## src/rtl/core/etpf_pkg.sv

```systemverilog
`timescale 1ns / 1ps
package etpf_pkg;

    localparam int CNT_W = 6;
    localparam logic [CNT_W-1:0] MIN_LEN = CNT_W'(60);
    localparam logic [31:0] FCS_POLY = 32'hEDB8_8320;
    localparam logic [31:0] CRC_INIT = 32'hFFFF_FFFF;
    localparam int Q_DEPTH = 4;
    localparam int Q_AW = $clog2(Q_DEPTH);
    localparam logic [1:0] FCS_LAST_IDX = 2'd3;

    typedef enum logic [1:0] {
        KIND_DATA    = 2'd0,
        KIND_END_RAW = 2'd1,
        KIND_END_FCS = 2'd2
    } t_kind;

    typedef struct packed {
        logic [7:0] data;
        t_kind      kind;
    } t_qent;

    function automatic logic [31:0] crc_byte(input logic [31:0] c, input logic [7:0] b);
        logic [31:0] v;
        v = c ^ {24'd0, b};
        for (int k = 0; k < 8; k++) begin
            v = (v >> 1) ^ (v[0] ? FCS_POLY : 32'd0);
        end
        return v;
    endfunction

endpackage

```

## src/rtl/core/ethernet_tx_pad_and_fcs.sv

```systemverilog
`timescale 1ns / 1ps
// Transmit pad and FCS stage. Frame bytes enter one word per cycle on the
// slave side while the queue is not full and leave unchanged on the master
// side; after a last word with tuser clear, zero pad words follow until the
// frame holds 60 bytes, then the four FCS bytes (inverted reflected CRC-32,
// least significant first), the final one marked with tlast. With tuser set
// on the last word, that word ends the frame and carries tlast. Pad and FCS
// words hold the output port while no new data word is taken there, and a
// four-word queue keeps the input taking words meanwhile until it fills.
// Each input word passes through the queue memory and then the output
// register before it is presented.
module ethernet_tx_pad_and_fcs (
    input  logic       i_clk,
    input  logic       i_rst_n,
    input  logic       i_s_tvalid,
    output logic       o_s_tready,
    input  logic [7:0] i_s_tdata,   // [7:0] data_byte
    input  logic       i_s_tlast,
    input  logic       i_s_tuser,   // [0] no_crc
    output logic       o_m_tvalid,
    input  logic       i_m_tready,
    output logic [7:0] o_m_tdata,   // [7:0] out_byte
    output logic       o_m_tlast
);
    import etpf_pkg::*;

    logic  q_valid;
    t_qent q_ent;
    logic  q_pop;

    etpf_front u_front (
        .i_clk     (i_clk),
        .i_rst_n   (i_rst_n),
        .i_valid   (i_s_tvalid),
        .o_ready   (o_s_tready),
        .i_data    (i_s_tdata),
        .i_last    (i_s_tlast),
        .i_no_crc  (i_s_tuser),
        .o_q_valid (q_valid),
        .o_q_ent   (q_ent),
        .i_q_pop   (q_pop)
    );

    etpf_back u_back (
        .i_clk     (i_clk),
        .i_rst_n   (i_rst_n),
        .i_q_valid (q_valid),
        .i_q_ent   (q_ent),
        .o_q_pop   (q_pop),
        .o_valid   (o_m_tvalid),
        .i_ready   (i_m_tready),
        .o_data    (o_m_tdata),
        .o_last    (o_m_tlast)
    );

endmodule

```

## src/rtl/core/etpf_front.sv

```systemverilog
`timescale 1ns / 1ps
module etpf_front (
    input  logic                 i_clk,
    input  logic                 i_rst_n,
    input  logic                 i_valid,
    output logic                 o_ready,
    input  logic [7:0]           i_data,
    input  logic                 i_last,
    input  logic                 i_no_crc,
    output logic                 o_q_valid,
    output etpf_pkg::t_qent      o_q_ent,
    input  logic                 i_q_pop
);
    import etpf_pkg::*;

    t_qent            r_mem [Q_DEPTH];
    logic [Q_AW-1:0]  r_wptr;
    logic [Q_AW-1:0]  r_rptr;
    logic [Q_AW:0]    r_count;
    logic             push;
    logic             pop;
    t_qent            ent;

    assign o_ready   = (r_count != (Q_AW+1)'(Q_DEPTH));
    assign push      = i_valid && o_ready;
    assign o_q_valid = (r_count != '0);
    assign pop       = i_q_pop && o_q_valid;
    assign o_q_ent   = r_mem[r_rptr];

    always_comb begin
        ent.data = i_data;
        if (!i_last) begin
            ent.kind = KIND_DATA;
        end else if (i_no_crc) begin
            ent.kind = KIND_END_RAW;
        end else begin
            ent.kind = KIND_END_FCS;
        end
    end

    always_ff @(posedge i_clk) begin
        if (!i_rst_n) begin
            r_wptr  <= '0;
            r_rptr  <= '0;
            r_count <= '0;
        end else begin
            if (push) begin
                r_wptr <= r_wptr + 1'b1;
            end
            if (pop) begin
                r_rptr <= r_rptr + 1'b1;
            end
            case ({push, pop})
                2'b10:   r_count <= r_count + 1'b1;
                2'b01:   r_count <= r_count - 1'b1;
                default: r_count <= r_count;
            endcase
        end
        if (push) begin
            r_mem[r_wptr] <= ent;
        end
    end

endmodule

```

## src/rtl/core/etpf_back.sv

```systemverilog
`timescale 1ns / 1ps
module etpf_back (
    input  logic                 i_clk,
    input  logic                 i_rst_n,
    input  logic                 i_q_valid,
    input  etpf_pkg::t_qent      i_q_ent,
    output logic                 o_q_pop,
    output logic                 o_valid,
    input  logic                 i_ready,
    output logic [7:0]           o_data,
    output logic                 o_last
);
    import etpf_pkg::*;

    typedef enum logic [1:0] {
        ST_PASS,
        ST_PAD,
        ST_FCS
    } t_state;

    t_state           r_state, n_state;
    logic [31:0]      r_crc, n_crc;
    logic [CNT_W-1:0] r_cnt, n_cnt;
    logic [1:0]       r_fidx, n_fidx;
    logic             r_ovalid, n_ovalid;
    logic [7:0]       r_obyte, n_obyte;
    logic             r_olast, n_olast;
    logic             adv;
    logic [7:0]       in_byte;
    logic [31:0]      crc_upd;
    logic [CNT_W-1:0] cnt_upd;
    logic [31:0]      fcs;

    assign adv     = !r_ovalid || i_ready;
    assign in_byte = (r_state == ST_PAD) ? 8'd0 : i_q_ent.data;
    assign crc_upd = crc_byte(r_crc, in_byte);
    assign cnt_upd = (r_cnt < MIN_LEN) ? r_cnt + 1'b1 : r_cnt;
    assign fcs     = ~r_crc;

    assign o_valid = r_ovalid;
    assign o_data  = r_obyte;
    assign o_last  = r_olast;

    always_comb begin
        n_state  = r_state;
        n_crc    = r_crc;
        n_cnt    = r_cnt;
        n_fidx   = r_fidx;
        n_ovalid = r_ovalid;
        n_obyte  = r_obyte;
        n_olast  = r_olast;
        o_q_pop  = 1'b0;
        if (adv) begin
            n_ovalid = 1'b0;
            case (r_state)
                ST_PASS: begin
                    if (i_q_valid) begin
                        o_q_pop  = 1'b1;
                        n_ovalid = 1'b1;
                        n_obyte  = i_q_ent.data;
                        n_olast  = 1'b0;
                        n_crc    = crc_upd;
                        n_cnt    = cnt_upd;
                        case (i_q_ent.kind)
                            KIND_END_RAW: begin
                                n_olast = 1'b1;
                                n_crc   = CRC_INIT;
                                n_cnt   = '0;
                            end
                            KIND_END_FCS: begin
                                n_fidx  = '0;
                                n_state = (cnt_upd < MIN_LEN) ? ST_PAD : ST_FCS;
                            end
                            default: begin
                            end
                        endcase
                    end
                end
                ST_PAD: begin
                    n_ovalid = 1'b1;
                    n_obyte  = 8'd0;
                    n_olast  = 1'b0;
                    n_crc    = crc_upd;
                    n_cnt    = cnt_upd;
                    if (cnt_upd >= MIN_LEN) begin
                        n_state = ST_FCS;
                    end
                end
                ST_FCS: begin
                    n_ovalid = 1'b1;
                    n_obyte  = fcs[8*r_fidx +: 8];
                    n_olast  = (r_fidx == FCS_LAST_IDX);
                    n_fidx   = r_fidx + 1'b1;
                    if (r_fidx == FCS_LAST_IDX) begin
                        n_state = ST_PASS;
                        n_crc   = CRC_INIT;
                        n_cnt   = '0;
                    end
                end
                default: begin
                    n_state = ST_PASS;
                end
            endcase
        end
    end

    always_ff @(posedge i_clk) begin
        if (!i_rst_n) begin
            r_state  <= ST_PASS;
            r_crc    <= CRC_INIT;
            r_cnt    <= '0;
            r_fidx   <= '0;
            r_ovalid <= 1'b0;
        end else begin
            r_state  <= n_state;
            r_crc    <= n_crc;
            r_cnt    <= n_cnt;
            r_fidx   <= n_fidx;
            r_ovalid <= n_ovalid;
        end
        r_obyte <= n_obyte;
        r_olast <= n_olast;
    end

endmodule

```

## config.mk

```make
export PLATFORM = sky130hd
export DESIGN_NAME = ethernet_tx_pad_and_fcs
export DESIGN_NICKNAME = d
export VERILOG_FILES = /design/src/rtl/core/etpf_pkg.sv /design/src/rtl/core/ethernet_tx_pad_and_fcs.sv /design/src/rtl/core/etpf_front.sv /design/src/rtl/core/etpf_back.sv
export SDC_FILE = /design/constraint.sdc
export NUM_CORES = 1
export LEC_CHECK = 0
export ABC_AREA = 1
export BUFFER_PORTS_ARGS = -buffer_cell sky130_fd_sc_hd__buf_4
export CAP_MARGIN = 20
export CORE_ASPECT_RATIO = 1.2
export CORE_MARGIN = 3
export CORE_UTILIZATION = 36
export DETAILED_ROUTE_END_ITERATION = 6
export PLACE_DENSITY = 0.63
export SLEW_MARGIN = 0
export SYNTH_ARGS = -nofsm -noshare
export SYNTH_HDL_FRONTEND = slang
export SYNTH_SLANG_ARGS = --single-unit
export TNS_END_PERCENT = 50
```

## constraint.sdc

```tcl
create_clock -name i_clk -period 3 [get_ports i_clk]
set_clock_uncertainty 0.15 [all_clocks]
set_input_delay 0.3 -clock i_clk [delete_from_list [all_inputs] [get_ports i_clk]]
set_output_delay 0.3 -clock i_clk [all_outputs]
set_load 0.05 [all_outputs]
```

==> reports/qor.txt <==
Final Wtd Congestion = 0.9158
Most common cell on crit path = nand2_1
CORE AREA = 0.01564 mm²
Initial antenna violation count = 0
Site row count = 50
Hold-fix buffers, CTS = 8
Least-Margin Pin Slew = 0.9131 ns
Largest net degree at the start of global routing = 28
Main area contributors after synthesis = edfxtp_1 25%, dfxtp_1 18%, nand2_1 16%
Ys flop type = dfxtp_1
Post-route DRC = 0
Commonest non-fill, non-tap cell in the layout = nand2_1
Req. time, crit path = 3.11 ns
GRT Util Overall = 18.03%
Async SR Flop Fraction = 0%
CTS sink cnt = 101
Post-CTS Repair Setup Buffers = 0
PortBufs = 24
Final hold viol count = 0
Met3 usage = 3.188%
Drt pass-1 iters = 6
Hold Path Cell Cnt = 2
CTS tree = yes
FF-to-FF path depth = 15
Final period utilization = 88.81%
Setup TNS = 0 ns
Ant diodes = 0
Fin nets = 819
Most frequent cells in the layout = 247 x nand2_1, 63 x inv_1, 57 x a21oi_1
Grt met2 use = 31.38%
Root buffer cell = clkbuf_16
Slew headroom = 39.06%
CP endpoint kind = flop
Vias = 5025
First-pass GRT wire length = 24680 µm
Gr ovfl total = 0
CP cell instances = inv_1, ha_1, inv_2, nand3_2, inv_2, nand2_1, nand2_2, nand2_1, nand2_2, xor2_1, nand2_1, nand3_1, nand2_1, nand2_1, nand2_1
Iter 0 DRT Violations = 302
Synth Register Bits = 101
Num CTS Buffers = 9
Warnings from Yosys = 0
Hold crit path type = in -> reg
Cells after Synth = 757
Num ports = 25
Number of enable flip-flop cells after synthesis = 49
Run status = finished, final reports clean
Crit path DAT = 2.77 ns
Routed length per placed instance = 14.97 µm
Sequential area share after synthesis = 43.54%
Final Setup Violations = 0
Final wirelength = 15040 µm
Critical path class = reg -> reg
Post-layout minimum cycle time = 2.664 ns
Synth top area share = 25.50%
Critical path depth = 15
Fraction of layout cells with a size suffix above 1 = 12.80%
Post-DR vias/cell = 5.000
Delay-heaviest family, CP = simple AND/OR/NAND/NOR gates
Die width = 121.6 µm
Busiest grt layer = met2
Clock-pin slew on the worst setup and hold paths = 0.07 ns
Number of global-route vias before repair = 4795
Synth Area per Inst = 7.623 µm²
CP bufs+invs = 3
Mapped Area = 0.005771 mm²
Syn-to-layout area delta = 13.70%
Unrepaired setup endpoints after global routing = false
H-Tree Depth = 3
Post-Syn Nets = 783
Clock buffer depth = 2
HPWL after detailed placement = 11210 µm
Crit-path slowest cell = dfxtp_1
Starting density of the core = 36.90%
Final Slew Violations = 0
CP startpoint kind = flop
Cts repair resizes = 0
Worst path max stage delay = 0.37 ns
Yosys cell types = 39
Post-synth top area cell = edfxtp_1
Met1 usage = 21.26%
Max FO, Critical Path = 12
Worst-Skew Late Latency = 0.36 ns
Max_cap viols = 0
Die Area = 0.01759 mm²
Antenna viol nets, final = 0
Max frequency = 0.3753 GHz
Die H = 144.7 µm
cell usage after synthesis (2+ instances only):
master	count
xor2_1	26
nand3_2	10
o21ai_1	15
edfxtp_1	49
buf_6	3
nand4_1	4
nand3_4	2
nand2_1	247
nand3_1	46
o21ai_0	48
clkinv_1	2
clkbuf_1	13
o22ai_1	3
o21bai_1	2
xor2_2	4
a21oi_1	57
inv_2	9
nand2_2	15
dfxtp_1	52
ha_1	11
nor2_1	46
buf_2	6
nand2_4	4
inv_1	63
o211ai_1	3
nor3_1	4
through the flow:
stage	hold WS [ns]	instances	area [µm²]	setup WS, ns	util (%)
2_1_floorplan	0.2489	757	5771	0.5118	-
3_3_place_gp	0.3032	982	6215	0.4578	39.74
3_5_place_dp	0.3101	982	6215	0.3964	39.74
4_1_cts	0.09491	1005	6561	0.3977	41.95
5_1_grt	0.1156	1005	6561	0.1795	41.95
6_report	0.1060	1005	6561	0.3356	41.95
layer usage:
| layer | wire length, µm | part of all wire, % |
|---|---|---|
| met1 | 6277 | 42 |
| met2 | 7518 | 50 |
| met3 | 703 | 4.7 |
| met4 | 546 | 3.6 |
| met5 | 0 | 0 |
state kept, by name, summed over array words and instances, names as in the netlist, named ones only:
signal / count
u_front.r_mem: 40
u_back.o_valid: 1
u_front.r_rptr: 2
u_front.r_count: 3
u_back.r_cnt: 6
u_back.r_crc: 32
u_back.r_state: 2
u_back.o_last: 1
u_back.o_data: 8
u_front.r_wptr: 2
u_back.r_fidx: 2
worst paths after layout:
path	slack [ns]	from	endpoint
hold reg to reg	0.31	u_back.r_cnt[4]	u_back.r_cnt[4]
hold / removal	0.11	i_s_tuser	u_front.r_mem[0][1]
setup reg to reg	0.34	u_back.r_state[1]	u_back.r_crc[16]
setup / recovery	0.34	u_back.r_state[1]	u_back.r_crc[16]
cell families after synthesis:
kind of cell             share of synthesized area (%)
adder cells (fa/ha/maj)                          2.732
flip-flops                                       43.54
AND/OR/NAND/NOR                                  28.99
AO/OA/AOI/OAI                                    12.08
XOR/XNOR                                         5.703
buffers and inverters                            6.960
final cells by class:
cell class | instances | area [µm²]
Fill cell | 1630 | 9079
Multi-Input combinational cell | 558 | 2856
Sequential cell | 101 | 2512
Timing Repair Buffer | 49 | 387.9
Inverter | 74 | 277.8
Tap cell | 208 | 260.3
Clock buffer | 10 | 229.0
Clock inverter | 5 | 37.54
Power is left out: the tool's default activity adds up to more than one toggle a clock period on the data nets, which glitch-free logic cannot reach.
